===== config.mk =====
export PLATFORM = sky130hd
export DESIGN_NAME = vri_queue
export DESIGN_NICKNAME = d
export VERILOG_FILES = /design/src/vri_queue.sv
export SDC_FILE = /design/constraint.sdc
export NUM_CORES = 1
export LEC_CHECK = 0
export BUFFER_PORTS_ARGS = -buffer_cell sky130_fd_sc_hd__buf_2
export CORE_ASPECT_RATIO = 1.5
export CORE_MARGIN = 1.5
export CORE_UTILIZATION = 52
export CTS_CLUSTER_SIZE = 16
export DETAILED_ROUTE_END_ITERATION = 10
export PLACE_DENSITY_LB_ADDON = 0.08
export SLEW_MARGIN = 20
export SYNTH_ARGS = -nofsm -noshare
export SYNTH_HDL_FRONTEND = slang
export SYNTH_SLANG_ARGS = --single-unit

===== constraint.sdc =====
create_clock -name clk_i -period 5.2 [get_ports clk_i]
set_clock_uncertainty 0.2 [all_clocks]
set_input_delay 0.78 -clock clk_i [delete_from_list [all_inputs] [get_ports clk_i]]
set_output_delay 0.78 -clock clk_i [all_outputs]
set_load 0.02 [all_outputs]

===== src/vri_queue.sv =====
// Two-entry queue carrying numerator/denominator pairs from front to back.
module vri_queue #(
  parameter int unsigned W = 82
) (
  input  logic         clk_i,
  input  logic         rst_ni,
  input  logic         push_valid_i,
  output logic         push_ready_o,
  input  logic [W-1:0] push_data_i,
  output logic         pop_valid_o,
  input  logic         pop_ready_i,
  output logic [W-1:0] pop_data_o
);

  logic [W-1:0] slot_q [2];
  logic         wr_ptr_q, rd_ptr_q;
  logic [1:0]   cnt_q;
  logic         push, pop;

  assign push_ready_o = (cnt_q != 2'd2);
  assign pop_valid_o  = (cnt_q != 2'd0);
  assign pop_data_o   = slot_q[rd_ptr_q];
  assign push = push_valid_i && push_ready_o;
  assign pop  = pop_valid_o && pop_ready_i;

  always_ff @(posedge clk_i or negedge rst_ni) begin
    if (!rst_ni) begin
      wr_ptr_q <= 1'b0;
      rd_ptr_q <= 1'b0;
      cnt_q    <= 2'd0;
    end else begin
      if (push) begin
        wr_ptr_q <= ~wr_ptr_q;
      end
      if (pop) begin
        rd_ptr_q <= ~rd_ptr_q;
      end
      if (push && !pop) begin
        cnt_q <= cnt_q + 2'd1;
      end else if (pop && !push) begin
        cnt_q <= cnt_q - 2'd1;
      end
    end
  end

  always_ff @(posedge clk_i) begin
    if (push) begin
      slot_q[wr_ptr_q] <= push_data_i;
    end
  end

endmodule


Word level (Yosys, flattened, before mapping)
Memory sizes are Yosys's and may differ from the RTL's.
Cells that the tools add are included.
{"block": "op_classes", "mux": 4, "addsub": 2, "reduce_logical": 8, "eq_ne": 1, "bitwise": 2}
{"op": "1-bit logical AND", "count": 4}
{"op": "2-bit two-way mux", "count": 2}
{"op": "2-bit nonzero test", "count": 2}
{"op": "2-bit by 1-bit adder with 2-bit output (second input constant)", "count": 1}
{"op": "1-bit zero test", "count": 2}
{"op": "1-bit two-way mux", "count": 2}
{"op": "2-bit != test (second input constant)", "count": 1}
{"op": "1-bit inverter", "count": 2}
{"op": "2-bit by 1-bit subtractor with 2-bit output (second input constant)", "count": 1}
{"block": "word_totals", "regBits": 4, "ram_bits": 164, "mem_count": 1, "input_bits": 86, "wordCells": 21}
{"name": "slot_q", "depth": 2, "word_bits": 82, "rd": 1, "rd_clocked_by_memory_dff": 0, "write_ports": 1, "line": "15", "rtl": "logic [W-1:0] slot_q [2];"}

Depth between registers and ports, before layout
{"block": "logic_depth", "ltp_word": 6, "mapped_depth": 7, "mapped_depth_nobuf": 7}

Worst setup path after synthesis
OpenSTA, ideal clock, no wires.
{"block": "synth_timing", "kind": "input port to flip-flop", "start": "input push_valid_i", "end": "memory slot_q[0][0], enable pin", "setup_ns": 0.523, "path_buffers": 0, "required_ns": 4.477, "slack_ns": 0.181, "arrival_ns": 4.296, "stages": 2, "path_cell_list": "nand2_1 nor2_1"}
{"block": "synth_via", "elab_chain_cells": 3}
{"item": "from (decl)", "line": "7", "rtl": "input logic push_valid_i,"}
{"item": "1-bit logical AND", "line": "23", "rtl": "assign push = push_valid_i && push_ready_o;"}
{"item": "1-bit two-way mux", "line": "47", "rtl": "if (push) begin"}
{"item": "1-bit two-way mux (not written as such)", "line": "48", "rtl": "slot_q[wr_ptr_q] <= push_data_i;"}
{"item": "to (decl)", "line": "15"}
Every way passes these cells.

Final worst setup path
{"block": "layout_timing", "start": "register rd_ptr_q", "end": "output pop_data_o[35]"}
{"block": "layout_via", "elab_chain_cells": 1}
{"item": "from (decl)", "line": "16", "rtl": "logic wr_ptr_q, rd_ptr_q;"}
{"item": "from (signal assigned)", "line": "36", "rtl": "rd_ptr_q <= ~rd_ptr_q;"}
{"item": "memory 2 x 82 bit"}
{"item": "to (decl)", "line": "12", "rtl": "output logic [W-1:0] pop_data_o"}
Every way passes these cells.

==> impl_metrics.py <==
metrics = {
    "outcome": {
        "status": "completed",
    },
    "global_routing": {
        "grt_pass1_vias": 3424,
        "grt_overflow_total": 0,
        "grt_max_degree": 74,
        "track_usage_pct": 17.7,
        "grt_first_pass_wirelength_mm": 17.0,
        "antenna_found_initial": 0,
    },
    "die": {
        "num_rows": 49,
        "die_x_um": 94.0,
        "start_util_pct": 53.5,
        "die_area_mm2": 0.0131,
        "coreArea_mm2": 0.0121,
        "ioPinCount": 170,
        "dieHeight_um": 140,
    },
    "routing": {
        "antenna_left": 0,
        "dr.pass1.iters": 4,
        "drt_wl_total_mm": 10.7,
        "wire_per_inst_um": 17.1,
        "vias": 3087,
        "viasPerCell": 4.96,
        "drcViolationCount": 0,
        "drt_iter0_markers": 144,
    },
    "worst_setup_path": {
        "worstPathCellList": "buf_4 > mux2_4 > buf_2",
        "r2r_cells": 4,
        "r2r_start": "cnt_q[0]$_DFFE_PN0P_",
        "critPathSlowestCell": "dfrtp_4",
        "arrival_ns": 2.52,
        "endpoint_kind": "primary output",
        "cp_max_fo": 41,
        "r2r_slack_ns": 2.75,
        "crit_type": "reg -> out",
        "r2r-end": "slot_q[0][32]$_DFFE_PP_",
        "critPathMaxStageDelay_ns": 0.88,
        "critPathLaunchType": "flop",
        "required_ns": 4.22,
    },
    "logic_synthesis": {
        "avgSynthCellArea_um2": 23.7,
        "yosys_warnings": 0,
        "syn_area_mm2": 0.00646,
        "ys_types": 16,
        "ys_seq_elements": 168,
        "synthesis.nets": 360,
        "ys_seq_area_share_pct": 77.8,
        "syn_inst": 273,
    },
    "sta": {
        "hold_violations": 0,
        "worst_slew_margin_rel_pct": 33.0,
        "tightestPinTransition_ns": 1.01,
        "fin_crit_ns": 3.50,
        "rsz0062_at_grt": "no",
        "finalCritPeriodShare_pct": 67.2,
        "fmax_mhz": 286,
        "finalSetupTns_ns": 0,
        "drv_slew": 0,
        "setup_violations": 0,
    },
    "hold_path": {
        "min_to": "cnt_q[0]$_DFFE_PN0P_",
        "min_from": "cnt_q[0]$_DFFE_PN0P_",
        "hp-class": "reg -> reg",
        "hold_path_depth": 1,
    },
    "power": {
        "power.density_mw_per_mm2": 609,
        "leakage_nw": 3.22,
        "ir_worst_vdd_mv": 0.560,
    },
    "placement": {
        "gp_congestion": 0.717,
        "hpwl_mm": 7.03,
        "port_buffers": 169,
        "place_area_mm2": 0.00740,
    },
    "clock_network": {
        "post-cts-setup-buffers": 0,
        "clk_pin_slew_worst_paths_ns": 0.06,
        "root_buffer": "clkbuf_16",
        "cts_sinks": 168,
        "cts_tree": "yes",
        "clk_latency_ns": 0.41,
        "max-clock-path-buffers": 2,
        "cts_buffers": 17,
        "cts-resized-gates": 0,
        "hold_buffers": 1,
        "cts.htree.levels": 4,
    },
    "job": {
        "maxCapViolCount": 0,
    },
    "final_layout": {
        "layout-drive-gt1-share_pct": 61.1,
        "antenna_cells": 0,
        "final_cell_area_mm2": 0.00802,
        "synthToLayoutAreaGrowth_pct": 24.2,
        "final_nets": 544,
        "fillers": 848,
    },
}
[flip-flops by register name, summed over array words and instances, names as in the netlist]
| signal | cells |
|---|---|
| rd_ptr_q | 1 |
| wr_ptr_q | 1 |
| slot_q | 164 |
| cnt_q | 2 |
[through the flow]
stage                     cells  hold WS (ns)  setup slack (ns)  power (W)  util, %
after floorplan             273         0.256             0.181    0.00331        -
after global placement      589         0.288              2.12    0.00363     61.1
after detailed placement    590         0.296              2.10    0.00366     61.3
after CTS                   623         0.331              1.65    0.00495     66.4
after global routing        623         0.337              1.58    0.00511     66.4
final                       623         0.325              1.70    0.00488     66.4
[cells in the final DEF (no fill, tap or decap)]
cell type	instances
and3_4	1
buf_12	1
buf_2	169
buf_4	3
bufinv_16	4
clkbuf_1	2
clkbuf_16	17
clkinv_1	2
clkinv_2	2
clkinv_4	3
clkinvlp_4	2
dfrtp_1	3
dfrtp_4	1
dlygate4sd3_1	1
edfxtp_1	164
ha_1	1
inv_1	1
mux2_2	12
mux2_4	70
nand2_1	2
nand2b_1	1
nor2_1	1
nor2_4	1
or2_2	1
xnor2_1	3
xor2_1	2
[where the power goes]
part	leakage, nW	total [W]	switching (W)	internal [W]
combinational	1.36	0.00159	0.000865	0.000723
clock	0.292	0.00128	0.000480	0.000800
sequential	1.57	0.00201	0.000157	0.00186
[worst max-delay path by stage]
stage / from / endpoint / slack, ns / cells after the start
after floorplan: push_valid_i / slot_q[0][0]$_DFFE_PP_ / 0.18 / 2
after global placement: rd_ptr_q$_DFFE_PN0P_ / pop_data_o[47] / 2.12 / 3
after detailed placement: rd_ptr_q$_DFFE_PN0P_ / pop_data_o[35] / 2.10 / 3
after CTS: rd_ptr_q$_DFFE_PN0P_ / pop_data_o[35] / 1.65 / 3
after global routing: rd_ptr_q$_DFFE_PN0P_ / pop_data_o[35] / 1.58 / 3
final: rd_ptr_q$_DFFE_PN0P_ / pop_data_o[35] / 1.70 / 3
[layer usage]
| layer | track usage (%) | vias up | share of wire, % |
|---|---|---|---|
| met5 | 0 | - | 0 |
| met1 | 18.1 | 1511 | 36 |
| met4 | 7.86 | 0 | 2.1 |
| met2 | 31.8 | 114 | 55 |
| li1 | - | 1446 | - |
| met3 | 6.17 | 16 | 7.3 |
[worst max-delay path, delay by kind of cell (launching register included)]
family                 cells  cell delay (ns)
buffers and inverters      2             0.80
flip-flops                 1             0.88
multiplexers               1             0.36
[logic make-up after synthesis]
group,count (synthesis),share of synthesized area [%]
fa+ha+maj,1,0.194
mux,82,18.4
flops,168,77.8
buf+inv,10,2.48
simple gates,7,0.523
xor+xnor,5,0.678
[synth_stat cells]
master	n	area share, %
and3_1	1	0.097
buf_12	7	2.2
buf_2	1	0.077
buf_6	1	0.17
dfrtp_1	4	1.5
edfxtp_1	164	76
ha_1	1	0.19
inv_1	1	0.058
mux2_2	12	2.1
mux2_4	70	16
nand2_1	2	0.12
nand2b_1	1	0.097
nor2_1	2	0.12
or2_2	1	0.097
xnor2_1	3	0.41
xor2_1	2	0.27
[cell type report]
type	count	area, um^2	area share (%)
multi-input cells	95	1290	16.1
clock buffers	19	433	5.40
clock inverters	13	179	2.23
repair buffers	174	898	11.2
flip-flops and latches	168	5030	62.7
inverters	1	3.75	0.0468
well taps	153	191	2.39
Note: power is estimated with default switching activity, not from simulation.
