## src/vri_pkg.sv

```systemverilog
// Shared types and fixed field widths for the volume ratio indicator.
package vri_pkg;

  localparam int unsigned PriceW = 32;
  localparam int unsigned VolW   = 32;
  localparam int unsigned RatioW = 32;
  localparam int unsigned WinW   = 9;
  localparam int unsigned WinReset = 26;

  typedef enum logic [1:0] {
    CLS_UP   = 2'd1,
    CLS_DOWN = 2'd2,
    CLS_FLAT = 2'd3
  } cls_e;

  typedef enum logic [1:0] {
    F_IDLE,
    F_UPD,
    F_PUSH
  } front_state_e;

  typedef enum logic [1:0] {
    B_IDLE,
    B_CHK,
    B_DIV,
    B_DONE
  } back_state_e;

endpackage

```

## src/vri_back.sv

```systemverilog
// Back end: scale by 100 and 2^F, bit-serial divide, saturate, output register.
module vri_back #(
  parameter int unsigned NUM_W         = 41,
  parameter int unsigned FRACTION_BITS = 8
) (
  input  logic                           clk_i,
  input  logic                           rst_ni,
  input  logic                           pop_valid_i,
  output logic                           pop_ready_o,
  input  logic [NUM_W-1:0]               num_i,
  input  logic [NUM_W-1:0]               den_i,
  output logic                           out_valid_o,
  input  logic                           out_ready_i,
  output logic [vri_pkg::RatioW-1:0]     ratio_o,
  output logic                           zero_denominator_o
);

  localparam int unsigned RW    = vri_pkg::RatioW;
  localparam int unsigned SC_W  = NUM_W + 7;
  localparam int unsigned DW    = SC_W + FRACTION_BITS;
  localparam int unsigned CNT_W = $clog2(RW);

  vri_pkg::back_state_e state_q, state_d;
  logic [NUM_W-1:0] rem_q, rem_d, den_q, den_d;
  logic [RW-1:0]    low_q, low_d, res_q, res_d;
  logic             zflag_q, zflag_d;
  logic [CNT_W-1:0] cnt_q, cnt_d;
  logic             out_valid_q, out_valid_d;
  logic [RW-1:0]    ratio_q, ratio_d;
  logic             zero_q, zero_d;

  logic [SC_W-1:0]  num_ext, scaled;
  logic [DW-1:0]    dividend;
  logic [NUM_W:0]   rem_sh, rem_diff;
  logic             q_bit;

  // x100 as 64x + 32x + 4x
  assign num_ext  = SC_W'(num_i);
  assign scaled   = (num_ext << 6) + (num_ext << 5) + (num_ext << 2);
  assign dividend = DW'(scaled) << FRACTION_BITS;

  assign rem_sh   = {rem_q, low_q[RW-1]};
  assign rem_diff = rem_sh - {1'b0, den_q};
  assign q_bit    = (rem_sh >= {1'b0, den_q});

  assign out_valid_o        = out_valid_q;
  assign ratio_o            = ratio_q;
  assign zero_denominator_o = zero_q;

  always_comb begin
    state_d = state_q;
    rem_d   = rem_q;
    den_d   = den_q;
    low_d   = low_q;
    res_d   = res_q;
    zflag_d = zflag_q;
    cnt_d   = cnt_q;
    ratio_d = ratio_q;
    zero_d  = zero_q;
    out_valid_d = out_valid_q && !out_ready_i;
    pop_ready_o = 1'b0;

    case (state_q)
      vri_pkg::B_IDLE: begin
        pop_ready_o = 1'b1;
        if (pop_valid_i) begin
          // upper part is below the divisor unless the quotient needs 33+ bits
          rem_d   = NUM_W'(dividend[DW-1:RW]);
          low_d   = dividend[RW-1:0];
          den_d   = den_i;
          state_d = vri_pkg::B_CHK;
        end
      end
      vri_pkg::B_CHK: begin
        if (den_q == '0) begin
          res_d   = '1;
          zflag_d = 1'b1;
          state_d = vri_pkg::B_DONE;
        end else if (rem_q >= den_q) begin
          res_d   = '1;
          zflag_d = 1'b0;
          state_d = vri_pkg::B_DONE;
        end else begin
          res_d   = '0;
          zflag_d = 1'b0;
          cnt_d   = '1;
          state_d = vri_pkg::B_DIV;
        end
      end
      vri_pkg::B_DIV: begin
        rem_d = q_bit ? rem_diff[NUM_W-1:0] : rem_sh[NUM_W-1:0];
        res_d = {res_q[RW-2:0], q_bit};
        low_d = low_q << 1;
        cnt_d = cnt_q - CNT_W'(1);
        if (cnt_q == '0) begin
          state_d = vri_pkg::B_DONE;
        end
      end
      vri_pkg::B_DONE: begin
        if (!out_valid_q || out_ready_i) begin
          ratio_d     = res_q;
          zero_d      = zflag_q;
          out_valid_d = 1'b1;
          state_d     = vri_pkg::B_IDLE;
        end
      end
      default: begin
        state_d = vri_pkg::B_IDLE;
      end
    endcase
  end

  always_ff @(posedge clk_i or negedge rst_ni) begin
    if (!rst_ni) begin
      state_q     <= vri_pkg::B_IDLE;
      out_valid_q <= 1'b0;
    end else begin
      state_q     <= state_d;
      out_valid_q <= out_valid_d;
    end
  end

  always_ff @(posedge clk_i) begin
    rem_q   <= rem_d;
    den_q   <= den_d;
    low_q   <= low_d;
    res_q   <= res_d;
    zflag_q <= zflag_d;
    cnt_q   <= cnt_d;
    ratio_q <= ratio_d;
    zero_q  <= zero_d;
  end

endmodule

```

## config.mk

```make
export PLATFORM = sky130hd
export DESIGN_NAME = vri_back
export DESIGN_NICKNAME = d
export VERILOG_FILES = /design/src/vri_pkg.sv /design/src/vri_back.sv
export SDC_FILE = /design/constraint.sdc
export NUM_CORES = 1
export LEC_CHECK = 0
export ABC_AREA = 0
export BUFFER_PORTS_ARGS = -buffer_cell sky130_fd_sc_hd__buf_4
export CELL_PAD_IN_SITES_DETAIL_PLACEMENT = 0
export CELL_PAD_IN_SITES_GLOBAL_PLACEMENT = 1
export CORE_MARGIN = 4
export CORE_UTILIZATION = 44
export DETAILED_ROUTE_END_ITERATION = 8
export PLACE_DENSITY_LB_ADDON = 0.05
export SYNTH_ARGS = -nofsm -noshare
export SYNTH_HDL_FRONTEND = slang
export SYNTH_SLANG_ARGS = --single-unit
export TNS_END_PERCENT = 5
```

## constraint.sdc

```tcl
create_clock -name clk_i -period 4.8 [get_ports clk_i]
set_clock_uncertainty 0.15 [all_clocks]
set_input_delay 0.72 -clock clk_i [delete_from_list [all_inputs] [get_ports clk_i]]
set_output_delay 0.72 -clock clk_i [all_outputs]
set_load 0.005 [all_outputs]
```

# After elaboration in Yosys (flattened, before gate mapping)
# Index checks and enable logic that the tools add are counted.
[word_totals] out_inout_bits=35 regBits=188
[op_classes] eq_ne=8 addsub=4 reduce_logical=14 n_lt_le_gt_ge=2 n_mux=21
[op_table] op="case mux 32 bit (2 select lines)" n=2
[op_table] op="two-way mux 32 bit" n=3
[op_table] op="two-way mux 41 bit" n=2
[op_table] op="case mux 41 bit (2 select lines)" n=1
[op_table] op="adder 47 x 46 -> 48 bit" n=1
[op_table] op="adder 48 x 43 -> 48 bit" n=1
[op_table] op="greater-or-equal comparator 42 x 41 -> 1 bit" n=1
[op_table] op="greater-or-equal comparator 41 bit" n=1
[op_table] op="zero test 41 bit" n=1
[op_table] op="subtractor 41 bit" n=1
[op_table] op="two-way mux 5 bit" n=2
[op_table] op="inequality test 2 bit, second input constant" n=5
[op_table] op="case mux 5 bit (2 select lines)" n=1
[op_table] op="case mux 2 bit (4 select lines)" n=1
[op_table] op="two-way mux 1 bit" n=6
[op_table] op="two-way mux 2 bit" n=3
[op_table] op="AND reduction 2 bit" n=3
[op_table] op="AND reduction 3 bit" n=2
[op_table] op="zero test 5 bit" n=1
[op_table] op="subtractor 5 x 1 -> 5 bit, second input constant" n=1
[op_table] op="equality test 2 bit, second input constant" n=2
[op_table] op="nonzero test 2 bit" n=2
[op_table] op="equality test 2 x 1 -> 1 bit, second input constant" n=1
[op_table] op="zero test 1 bit" n=2
[op_table] op="other kinds (3)" n=3

# Depth between registers and ports, before layout
# Gate-level depths: netlist of the first run.
[depth] ltp_word=4 depth_mapped=14 mapped_depth_nobuf=14

# Least setup slack after synthesis of the first run
# Ideal clock, no wire load.
[synth_timing] path_type="register to register" start="register state_q[0]" end="register low_q[10] (enable)" arrival_ps=4070 path_buffers=1 path_stages_with_launch=6 path_slack_ps=83 synth_period_minus_slack_ps=4717 t_required_ps=4153 setup_ps=497 cell_sequence="dfrtp_1 -> inv_1 -> ha_1 -> clkinv_1 -> clkbuf_1 -> o21bai_1"
[synth_via] elab_chain_len=3 word_cells_on_any_way=5
[synth_lines] element="start: declaration" line_no="vri_back.sv:23" source="vri_pkg::back_state_e state_q, state_d;"
[synth_lines] element="start signal: assignment" line_no="vri_back.sv:115" source="state_q <= vri_pkg::B_IDLE;"
[synth_lines] element="start signal: assignment" line_no="vri_back.sv:118" source="state_q <= state_d;"
[synth_lines] element="equality test 2 bit or zero test 2 bit (tied branches)" line_no="vri_back.sv:63" source="case (state_q)"
[synth_lines] element="nonzero test 2 bit (no line) or inequality test 2 bit (tied branches)"
[synth_lines] element="AND reduction 2 bit (no line) (*)"
[synth_lines] element="end signal: assignment" line_no="vri_back.sv:126" source="low_q <= low_d;"
[synth_lines] element="end: declaration" line_no="vri_back.sv:25" source="logic [RW-1:0] low_q, low_d, res_q, res_d;"
# Mark *: on every way between the ends. The rest lies on a longest branch, timed or not.
# A chain may end at the register's enable or synchronous reset.

# Final worst setup path of the first run
[layout_timing] start="input port num_i[0]" end="register rem_q[22], data pin"
[layout_via] elab_chain_len=4
[layout_lines] element="start: declaration" line_no="vri_back.sv:10" source="input logic [NUM_W-1:0] num_i,"
[layout_lines] element="adder 47 x 46 -> 48 bit" line_no="vri_back.sv:39" source="assign scaled = (num_ext << 6) + (num_ext << 5) + (num_ext << 2);"
[layout_lines] element="adder 48 x 43 -> 48 bit (*)" line_no="vri_back.sv:39"
[layout_lines] element="two-way mux 41 bit (*)" line_no="vri_back.sv:66" source="if (pop_valid_i) begin"
[layout_lines] element="case mux 41 bit (2 select lines) (*)" line_no="vri_back.sv:63"
[layout_lines] element="named net rem_d[22]" line_no="vri_back.sv:24" source="logic [NUM_W-1:0] rem_q, rem_d, den_q, den_d;"
[layout_lines] element="end signal: assignment" line_no="vri_back.sv:124" source="rem_q <= rem_d;"
[layout_lines] element="end: declaration" line_no="vri_back.sv:24"
# The timed path passes the listed nets; every way through them passes the cells marked *. The select of a mux whose other input is x is not followed.

==> results of run 1 <==
placed cells by master (no fill, tap or decap), types with 39 or more instances in the layout:
cell type / netlist / routed
a21oi_1: 147 / 146
nand2_1: 103 / 103
nor2_1: 54 / 54
buf_4: 1 / 133
o21ai_0: 65 / 65
ha_1: 133 / 132
fa_1: 39 / 39
inv_1: 101 / 101
edfxtp_1: 175 / 175
a21o_1: 63 / 63
xnor2_1: 45 / 45
cell families after synthesis:
logic type,Yosys count
buffers and inverters,143
XOR/XNOR,71
multiplexers,41
flip-flops,178
adder cells (fa/ha/maj),172
AND/OR/NAND/NOR,303
AO/OA/AOI/OAI,377
power by group through the flow:
stage / registers, mW / logic [mW] / clock network (mW)
4_1_cts: 3.16 / 5.46 / 1.40
6_report: 3.16 / 5.45 / 1.35
3_5_place_dp: 3.18 / 5.42 / 0
2_1_floorplan: 3.08 / 3.96 / 0
5_1_grt: 3.24 / 6.09 / 1.46
3_3_place_gp: 3.18 / 5.39 / 0
flip-flops by register name, summed over array words and instances, names as in the netlist:
register            cells
cnt_q                   5
den_q                  41
low_q                  22
out_valid_o             1
ratio_o                32
rem_q                  41
res_q                  32
state_q                 2
zero_denominator_o      1
zflag_q                 1
stage by stage:
stage | utilization, % | hold slack [ps] | instance area, sq um | power [mW]
floorplan | - | 250 | 13200 | 7.04
finish | 51.2 | 268 | 15200 | 9.96
global route | 51.2 | 275 | 15200 | 10.8
CTS | 51.2 | 271 | 15200 | 10.0
detailed placement | 49.2 | 255 | 14600 | 8.60
global placement | 49.2 | 256 | 14600 | 8.57
worst register-to-register path, cell delays in order (launching register included):
cell,delay [ps]
edfxtp_1,470
ha_1,420
a21o_1,220
a31o_1,220
a2111o_1,450
a31oi_4,230
o21ai_2,140
o311ai_4,480
a2111oi_0,220
or3_1,380
a32o_1,250
per-layer routing:
metal	vias to the layer above	share of wire (%)	GRT usage (%)
met5	-	0	0
met4	0	1.1	4.38
met3	16	3.6	2.68
met2	172	44	28.7
met1	4692	51	28.6
li1	4980	-	-
worst paths after layout:
| check | from | to | slack [ps] | cells past startpoint |
|---|---|---|---|---|
| max in group asynchronous | rst_ni | out_valid_o$_DFF_PN0_ | 3920 | 2 |
| min in group asynchronous | rst_ni | state_q[0]$_DFFE_PN0P_ | 470 | 2 |
| hold reg to reg | res_q[31]$_DFFE_PP_ | ratio_o[31]$_DFFE_PP_ | 270 | 0 |
| hold / removal | res_q[31]$_DFFE_PP_ | ratio_o[31]$_DFFE_PP_ | 270 | 0 |
| setup / recovery | num_i[0] | rem_q[22]$_DFFE_PP_ | 680 | 16 |
| setup reg to reg | rem_q[8]$_DFFE_PP_ | rem_q[40]$_SDFFCE_PN0P_ | 940 | 10 |
what timing repair did:
item / CTS / global route
gates resized for setup: 0 / 0
hold endpoints to repair: 3 / 0
setup endpoints to repair: 0 / 0
hold buffers: 1 / 0
area by class of cell:
| cell class | instances | area, sq um | share of cell area (%) |
|---|---|---|---|
| clock buffer | 18 | 429 | 2.83 |
| timing repair buffer | 134 | 1010 | 6.65 |
| inverter | 102 | 383 | 2.52 |
| multi-input combinational | 964 | 7380 | 48.7 |
| sequential | 178 | 5330 | 35.2 |
| clock inverter | 14 | 141 | 0.932 |
| tap | 390 | 488 | 3.22 |
==> impl_metrics.yaml, run 1 <==
final_layout:
  diodes: 0
  final_layout_size_suffix_gt1_share_pct: 12.7
  n_fill_cell: 2810
  finalNonFillerCells: 1800
  final_net_count: 1655
  area_growth_pct: 14.7
floorplan:
  dieArea_sq_um: 32900
  rows: 63
  die_y_microns: 181
  ios: 121
  start_util_pct: 44.6
  die_w_microns: 181
  core_sq_um: 29600
outcome:
  status: "completed"
detailed_routing:
  wire_per_inst_microns: 17.3
  ant_nets: 0
  vias: 9860
  drtIter0Drc: 602
  viasPerCell: 5.48
  drc: 0
  routed_wl_mm: 31.2
  first_pass_iters: 5
timing:
  max_slew_margin_pct: 43.9
  setup_slack_ps: 685
  grt_setup_unrepaired: "false"
  hold_violations: 0
  period_share_pct: 85.7
  final.setup.tns_ps: 0
  slew_viol_final: 0
  tightest_slew_ps: 841
  setup_violations: 0
  layout_min_cycle_time_ps: 4120
  fmax_mhz: 243
job:
  maxCapViolations: 0
setup_path:
  crit_path_end_kind: "flop"
  slowest_delay_ps: 550
  critical_path.cell_chain: "buf_4 > inv_1 > fa_1 > inv_1 > ha_1 > fa_1 > a211oi_1 > nor2_1 > a41oi_1 > o221ai_1 > o311ai_0 > buf_4 > o21ai_0 > a31oi_1 > xor2_1 > mux2i_1"
  arrival_ps: 4130
  critPathSlowestCell: "fa_1"
  required_ps: 4810
  critPathKind: "primary input to flop"
  worst_setup_path_start_kind: "primary input"
  critPathMaxFanout: 3
  critPathBufInv: 4
  cp_top_family: "compound AO/OA/AOI/OAI gates"
synthesis:
  yosysTopAreaCell: "edfxtp_1"
  yosys.cell_types.count: 68
  synth-edff-count: 175
  yosys.area_share.simple_pct: 11.2
  synth.top_cells.by_count: "edfxtp_1, a21oi_1, ha_1"
  synth_fa_ha_area_share_pct: 18.5
  synth_top_area_share_pct: 39.7
  ys.flop_type: "edfxtp_1"
  ys_seq_elements: 178
  synth_xor_area_share_pct: 4.70
  synthArstFlopShare_pct: 1.69
  synthMuxAreaShare_pct: 3.15
  netlist_area_sq_um: 13200
  synth.avg_cell_area_sq_um: 10.3
  seq_area_frac_synth_pct: 40.3
  synth_area_leaders: "edfxtp_1, ha_1, fa_1, a21oi_1, a21o_1"
  syn-instance-count: 1285
  yosys_warnings: 0
  synth_most_common_cell: "edfxtp_1"
  synth_compound_area_share_pct: 18.0
  syn_nets: 1543
  synth_top_family_by_area: "adder cells"
power:
  clock_power_share_pct: 13.6
  ir_worst_vdd_uv: 274
  switching_power_mw: 4.31
  leakagePower_nw: 6.43
  powerDensity_nw_per_um2: 657
  pwr-share-comb_pct: 54.7
  switching_share_pct: 43.3
  internal_power_mw: 5.65
  sequentialPowerShare_pct: 31.7
cts:
  htreeDepth: 4
  cts_made_buffers: 17
  cts_tree: "yes"
  clock_latency_ps: 430
  clock-sinks: 178
  root_buffer: "clkbuf_16"
  cts_buffer_depth: 2
  post_cts.repair.setup_buffers: 0
  clkTransAtPathRegs_ps: 70
place:
  hpwlAfterDp_mm: 24.3
  port_buffers: 120
  placed_cells: 1767
  post-place-ws_ps: 180
  place_congestion: 0.875
grt:
  grtUsageTotal_pct: 18.9
  grt_max_degree: 65
  grt_overflow: 0
  grt_pass1_wl_mm: 50.5
  antenna_found_initial: 0
  grt_pass1_vias: 9568
hold_path:
  hold_path.class: "flop to flop"
Note: power is estimated with default switching activity, not from simulation.
==> run 2, diff against run 1 <==
--- a/config.mk
+++ b/config.mk
@@ -5,12 +5,13 @@
 export SDC_FILE = /design/constraint.sdc
 export NUM_CORES = 1
 export LEC_CHECK = 0
-export ABC_AREA = 0
+export ABC_AREA = 1
 export BUFFER_PORTS_ARGS = -buffer_cell sky130_fd_sc_hd__buf_4
 export CELL_PAD_IN_SITES_DETAIL_PLACEMENT = 0
 export CELL_PAD_IN_SITES_GLOBAL_PLACEMENT = 1
+export CORE_ASPECT_RATIO = 1.2
 export CORE_MARGIN = 4
-export CORE_UTILIZATION = 44
+export CORE_UTILIZATION = 41
 export DETAILED_ROUTE_END_ITERATION = 8
 export PLACE_DENSITY_LB_ADDON = 0.05
 export SYNTH_ARGS = -nofsm -noshare
==> run 2 against run 1 <==
Die area grew 25%. Combinational power grew 24%. Core utilization shrank 3.9 points. Fmax grew 2.2%. Critical path depth grew 1. Setup slack gained 90 ps. Clock power grew 11%. Routed wire length grew 65%. Register-to-register slack gained 330 ps. Synthesized area grew 17%. Largest power group unchanged.
==> impl_metrics.yaml, run 2 <==
synthesis:
  yosys.cell_types.count: 41
  yosys.area_share.simple_pct: 32.4
  ys.flop_type: "edfxtp_1"
  netlist_area_sq_um: 15500
  synth_top_area_share_pct: 33.9
  synth-edff-count: 175
  synth_fa_ha_area_share_pct: 15.8
  synthMuxAreaShare_pct: 0
  synth_top_family_by_area: "simple AND/OR/NAND/NOR gates"
  seq_area_frac_synth_pct: 34.4
  syn_nets: 2395
  ys_seq_elements: 178
  synth_compound_area_share_pct: 7.56
  yosysTopAreaCell: "edfxtp_1"
  synth_most_common_cell: "nand2_1"
  syn-instance-count: 2137
  synth_xor_area_share_pct: 0.960
  synthArstFlopShare_pct: 1.69
  synth.top_cells.by_count: "nand2_1, inv_1, nor2_1"
  synth.avg_cell_area_sq_um: 7.25
  synth_area_leaders: "edfxtp_1, nand2_1, ha_1, inv_1, nand3_1"
  yosys_warnings: 0
power:
  ir_worst_vdd_uv: 377
  powerDensity_nw_per_um2: 652
  leakagePower_nw: 8.66
  power_mw: 11.4
floorplan:
  rows: 77
  start_util_pct: 41.8
  ios: 121
  die_y_microns: 221
  dieArea_sq_um: 41000
  die_w_microns: 186
  core_sq_um: 37100
timing:
  hold_violations: 0
  setup_slack_ps: 775
  fmax_mhz: 248
  grt_setup_unrepaired: "false"
  period_share_pct: 83.9
  layout_min_cycle_time_ps: 4030
  setup_violations: 0
  slew_viol_final: 0
  max_slew_margin_pct: 27.3
  tightest_slew_ps: 1090
  hold_ws_ps: 277
  final.setup.tns_ps: 0
final_layout:
  diodes: 0
  area_growth_pct: 13.1
  final_layout_size_suffix_gt1_share_pct: 9.30
  reg_top3: "den_q: 41 flops, rem_q: 41 flops"
  regArea_sq_um: 5330
  mostFrequentLayoutCells: "nand2_1, inv_1, nor2_1, edfxtp_1, nand3_1"
  fin_area_sq_um: 17500
  final_net_count: 2513
  mostFrequentLayoutCell: "nand2_1"
  n_fill_cell: 3848
  multi_input_area_sq_um: 8830
setup_path:
  critical_path.cell_chain: "buf_4 > inv_1 > fa_1 > inv_1 > ha_1 > fa_1 > nand2_1 > o21ai_2 > nand2_1 > nand2_1 > inv_1 > o21bai_1 > nand2_1 > nand2_1 > nand2_1 > nand3_1 > nand2_1"
  arrival_ps: 4090
  slowest_delay_ps: 440
  required_ps: 4870
  critPathKind: "primary input to flop"
  crit_top_cell: "nand2_1"
  critPathSlowestCell: "fa_1"
  worst_setup_path_start_kind: "primary input"
  path_depth: 17
  reg2reg_depth: 11
  crit_path_end_kind: "flop"
  critPathMaxFanout: 4
  cp_top_family: "adder cells"
  critPathBufInv: 4
cts:
  cts_made_buffers: 17
  htreeDepth: 4
  post_cts.repair.setup_buffers: 0
  root_buffer: "clkbuf_16"
  cts_tree: "yes"
  clock-sinks: 178
  clock_latency_ps: 460
  clkTransAtPathRegs_ps: 80
  cts_buffer_depth: 2
detailed_routing:
  viasPerCell: 5.11
  drtIter0Drc: 869
  wire_per_inst_microns: 18.7
  routed_wl_mm: 51.4
  ant_nets: 0
  first_pass_iters: 7
  vias: 14004
  drc: 0
grt:
  antenna_found_initial: 0
  grt_pass1_wl_mm: 78.4
  grtUsageTotal_pct: 24.9
  grt_pass1_vias: 14039
  grt_max_degree: 64
  grt_overflow: 0
place:
  place_congestion: 0.956
  hpwlAfterDp_mm: 42.8
  port_buffers: 120
  place_area_sq_um: 16900
  post-place-ws_ps: 357
job:
  maxCapViolations: 0
outcome:
  status: "completed"
hold_path:
  hold_path.class: "flop to flop"
  hold_path_depth: 0
## run 2: changes by cell type in the layout (fill, tap and decap cells not counted), sizes merged, moves of 25 or more
cell | previous run | this run
xnor2 | 45 | 16
nand3 | 19 | 168
a21oi | 147 | 119
inv | 108 | 325
nand2 | 103 | 742
a21o | 63 | 6
mux2i | 36 | 0
xor2 | 26 | 1
nor2 | 55 | 224
## run 2: cells by family (layout without fill, tap and decap cells)
family | after synthesis | after routing
AOI/OAI and AO/OA | 220 | 220
xor gates and xnor gates | 17 | 17
DFF | 178 | 178
buffers and inverters | 347 | 478
adders and majority gates | 172 | 172
and+or+nand+nor | 1203 | 1203
## run 2: stage by stage
stage	instances	utilization [%]
after global placement	2709	45.5
after CTS	2742	47.3
after detailed placement	2709	45.5
after global routing	2742	47.3
final	2742	47.3
after floorplan	2137	-
## run 2: final timing paths
check | slack [ps] | start | to
min in group asynchronous | 440 | rst_ni | state_q[1]$_DFFE_PN0P_
max reg2reg | 1270 | rem_q[39]$_SDFFCE_PN0P_ | res_q[16]$_DFFE_PP_
min | 280 | res_q[31]$_DFFE_PP_ | ratio_o[31]$_DFFE_PP_
max | 770 | num_i[1] | rem_q[12]$_DFFE_PP_
max in group asynchronous | 3960 | rst_ni | out_valid_o$_DFF_PN0_
min reg2reg | 280 | res_q[31]$_DFFE_PP_ | ratio_o[31]$_DFFE_PP_
## run 2: layer usage
layer,wire [microns],GRT usage [%],part of all wire [%],vias to the layer above
li1,-,-,-,7153
met1,21300,30.0,41,6510
met2,26800,45.6,52,269
met3,1370,2.20,2.7,72
met4,1960,9.43,3.8,0
met5,0,0,0,-
## run 2: area by class of cell
type	instances	area share, %
sequential	178	30.4
clock inverter	15	1.18
multi-input combinational	1612	50.3
timing repair buffer	127	5.45
inverter	319	6.83
clock buffer	17	2.43
tap	474	3.38
## run 2: power breakdown
| part | switching (mW) | internal (mW) | total [mW] |
|---|---|---|---|
| clock network | 0.738 | 0.761 | 1.50 |
| logic | 4.61 | 2.14 | 6.75 |
| registers | 0.389 | 2.79 | 3.17 |
| total | 5.74 | 5.69 | 11.4 |
## run 2: repair_timing
| action | in CTS | in global routing |
|---|---|---|
| resized for setup | 0 | 0 |
| endpoints found under the hold margin | 3 | 0 |
| hold buffers | 1 | 0 |
==> run 3, diff against run 2 <==
==> constraint.sdc (replaced) <==
create_clock -name clk_i -period 3.5 [get_ports clk_i]
set_clock_uncertainty 0.15 [all_clocks]
set_input_delay 0.525 -clock clk_i [delete_from_list [all_inputs] [get_ports clk_i]]
set_output_delay 0.525 -clock clk_i [all_outputs]
set_load 0.005 [all_outputs]
==> run 3 against run 2 <==
Design area grew 2.1%. Register-to-register slack worse by 880 ps. Core utilization grew 1.0 points. Power up 38%. Sequential cell count stayed put. Combinational power up 39%. Largest cell class unchanged. Largest power group unchanged.
==> impl_metrics.yaml, run 3 (same netlist as run 2, synthesis figures left out) <==
cts:
  htreeDepth: 4
  cts_buffer_depth: 2
  clkTransAtPathRegs_ps: 80
  clock-sinks: 178
  root_buffer: "clkbuf_16"
  cts_made_buffers: 17
  cts_tree: "yes"
  clock_latency_ps: 450
  cts_resized: 0
power:
  ir_worst_vdd_uv: 369
  powerDensity_nw_per_um2: 877
  power_mw: 15.7
  leakagePower_nw: 8.90
final_layout:
  diodes: 0
  mostFrequentLayoutCells: "nand2_1, inv_1, nor2_1, edfxtp_1, buf_4"
  n_fill_cell: 3817
  reg_top3: "den_q: 41 flops, rem_q: 41 flops"
  area_growth_pct: 15.5
  final_layout_size_suffix_gt1_share_pct: 11.1
  final_net_count: 2561
  mostFrequentLayoutCell: "nand2_1"
timing:
  fmax_mhz: 322
  hold_ws_ps: 92.0
  hold_violations: 0
  max_slew_margin_pct: 29.8
  tightest_slew_ps: 1050
  slew_viol_final: 0
  period_share_pct: 88.8
  setup_violations: 0
  layout_min_cycle_time_ps: 3110
  grt_setup_unrepaired: "false"
detailed_routing:
  first_pass_iters: 6
  routed_wl_mm: 50.2
  wire_per_inst_microns: 18.0
  vias: 14139
  viasPerCell: 5.07
  drc: 0
  drtIter0Drc: 880
  ant_nets: 0
place:
  port_buffers: 120
  place_congestion: 1.01
  hpwlAfterDp_mm: 42.1
grt:
  grtUsageTotal_pct: 24.5
  grt_max_degree: 89
  grt_pass1_vias: 14251
  grt_pass1_wl_mm: 77.8
  grt_overflow: 0
  antenna_found_initial: 0
floorplan:
  rows: 77
  core_sq_um: 37100
  die_w_microns: 186
  ios: 121
  dieArea_sq_um: 41000
  start_util_pct: 41.8
  die_y_microns: 221
setup_path:
  critPathMaxFanout: 24
  arrival_ps: 3270
  required_ps: 3660
  critPathKind: "flop to flop"
  worst_setup_path_start_kind: "flop"
  crit_path_end_kind: "flop"
outcome:
  status: "completed"
job:
  maxCapViolations: 0
hold_path:
  hold_path.class: "primary input to flop"
[run 3: changes by cell type in the layout (fill, tap and decap cells not counted)]
cell	previous run	this run
clkbuf_1	0	1
buf_12	0	2
buf_4	126	172
inv_12	1	0
clkinv_4	1	2
inv_8	4	3
[run 3: cell type report]
class	instances	area (sq um)	area share, %
clock buffers	18	429	2.40
multi-input cells	1612	8830	49.3
flip-flops and latches	178	5330	29.8
repair buffers	175	1340	7.49
inverters	319	1200	6.69
clock inverters	14	188	1.05
well taps	474	593	3.31
[run 3: final timing paths]
kind | start | endpoint | slack (ps) | cells after the start
setup / recovery | rem_q[23]$_DFFE_PP_ | rem_q[21]$_DFFE_PP_ | 390 | 12
hold / removal | den_i[38] | den_q[38]$_DFFE_PP_ | 90 | 1
setup reg to reg | rem_q[23]$_DFFE_PP_ | rem_q[21]$_DFFE_PP_ | 390 | 12
hold reg to reg | res_q[31]$_DFFE_PP_ | ratio_o[31]$_DFFE_PP_ | 280 | 0
max in group asynchronous | rst_ni | out_valid_o$_DFF_PN0_ | 2860 | 2
min in group asynchronous | rst_ni | state_q[0]$_DFFE_PN0P_ | 250 | 2
[run 3: metrics by stage]
step	setup slack, ps	cells	utilization, %	instance area [sq um]	TNS, ps
2_1_floorplan	160	2137	-	15500	0
3_3_place_gp	-42.5	2757	46.6	17300	-71.1
3_5_place_dp	-36.6	2757	46.6	17300	-49.8
4_1_cts	359	2790	48.3	17900	0
5_1_grt	160	2790	48.3	17900	0
6_report	391	2790	48.3	17900	0
[run 3: timing repair]
item	CTS	global route
hold buffers	1	0
endpoints found under the hold margin	3	0
setup buffers	0	0
setup endpoints to repair	0	0
[run 3: critical path: stages (launching register included)]
cell      delay [ps]
edfxtp_1         510
ha_1             400
nand2_2          140
inv_1             50
a21oi_1          320
and2_1           230
nand2_1           90
nand2_1          100
nand4_4          350
buf_12           310
nand2_1          100
nand3_1          100
nand2_1          110
[run 3: per-layer routing]
metal / global-route usage [%] / routed length, microns / share of wire, % / vias up
met4: 11.4 / 2560 / 5.1 / 0
met1: 29.4 / 20700 / 41 / 6469
met2: 43.6 / 25600 / 51 / 320
met5: 0 / 0 / 0 / -
met3: 2.35 / 1410 / 2.8 / 99
li1: - / - / - / 7251
[run 3: where the power goes]
part,internal (mW),switching [mW],total [mW]
registers,3.81,0.523,4.33
logic,3.10,6.27,9.37
clock network,1.03,0.982,2.01
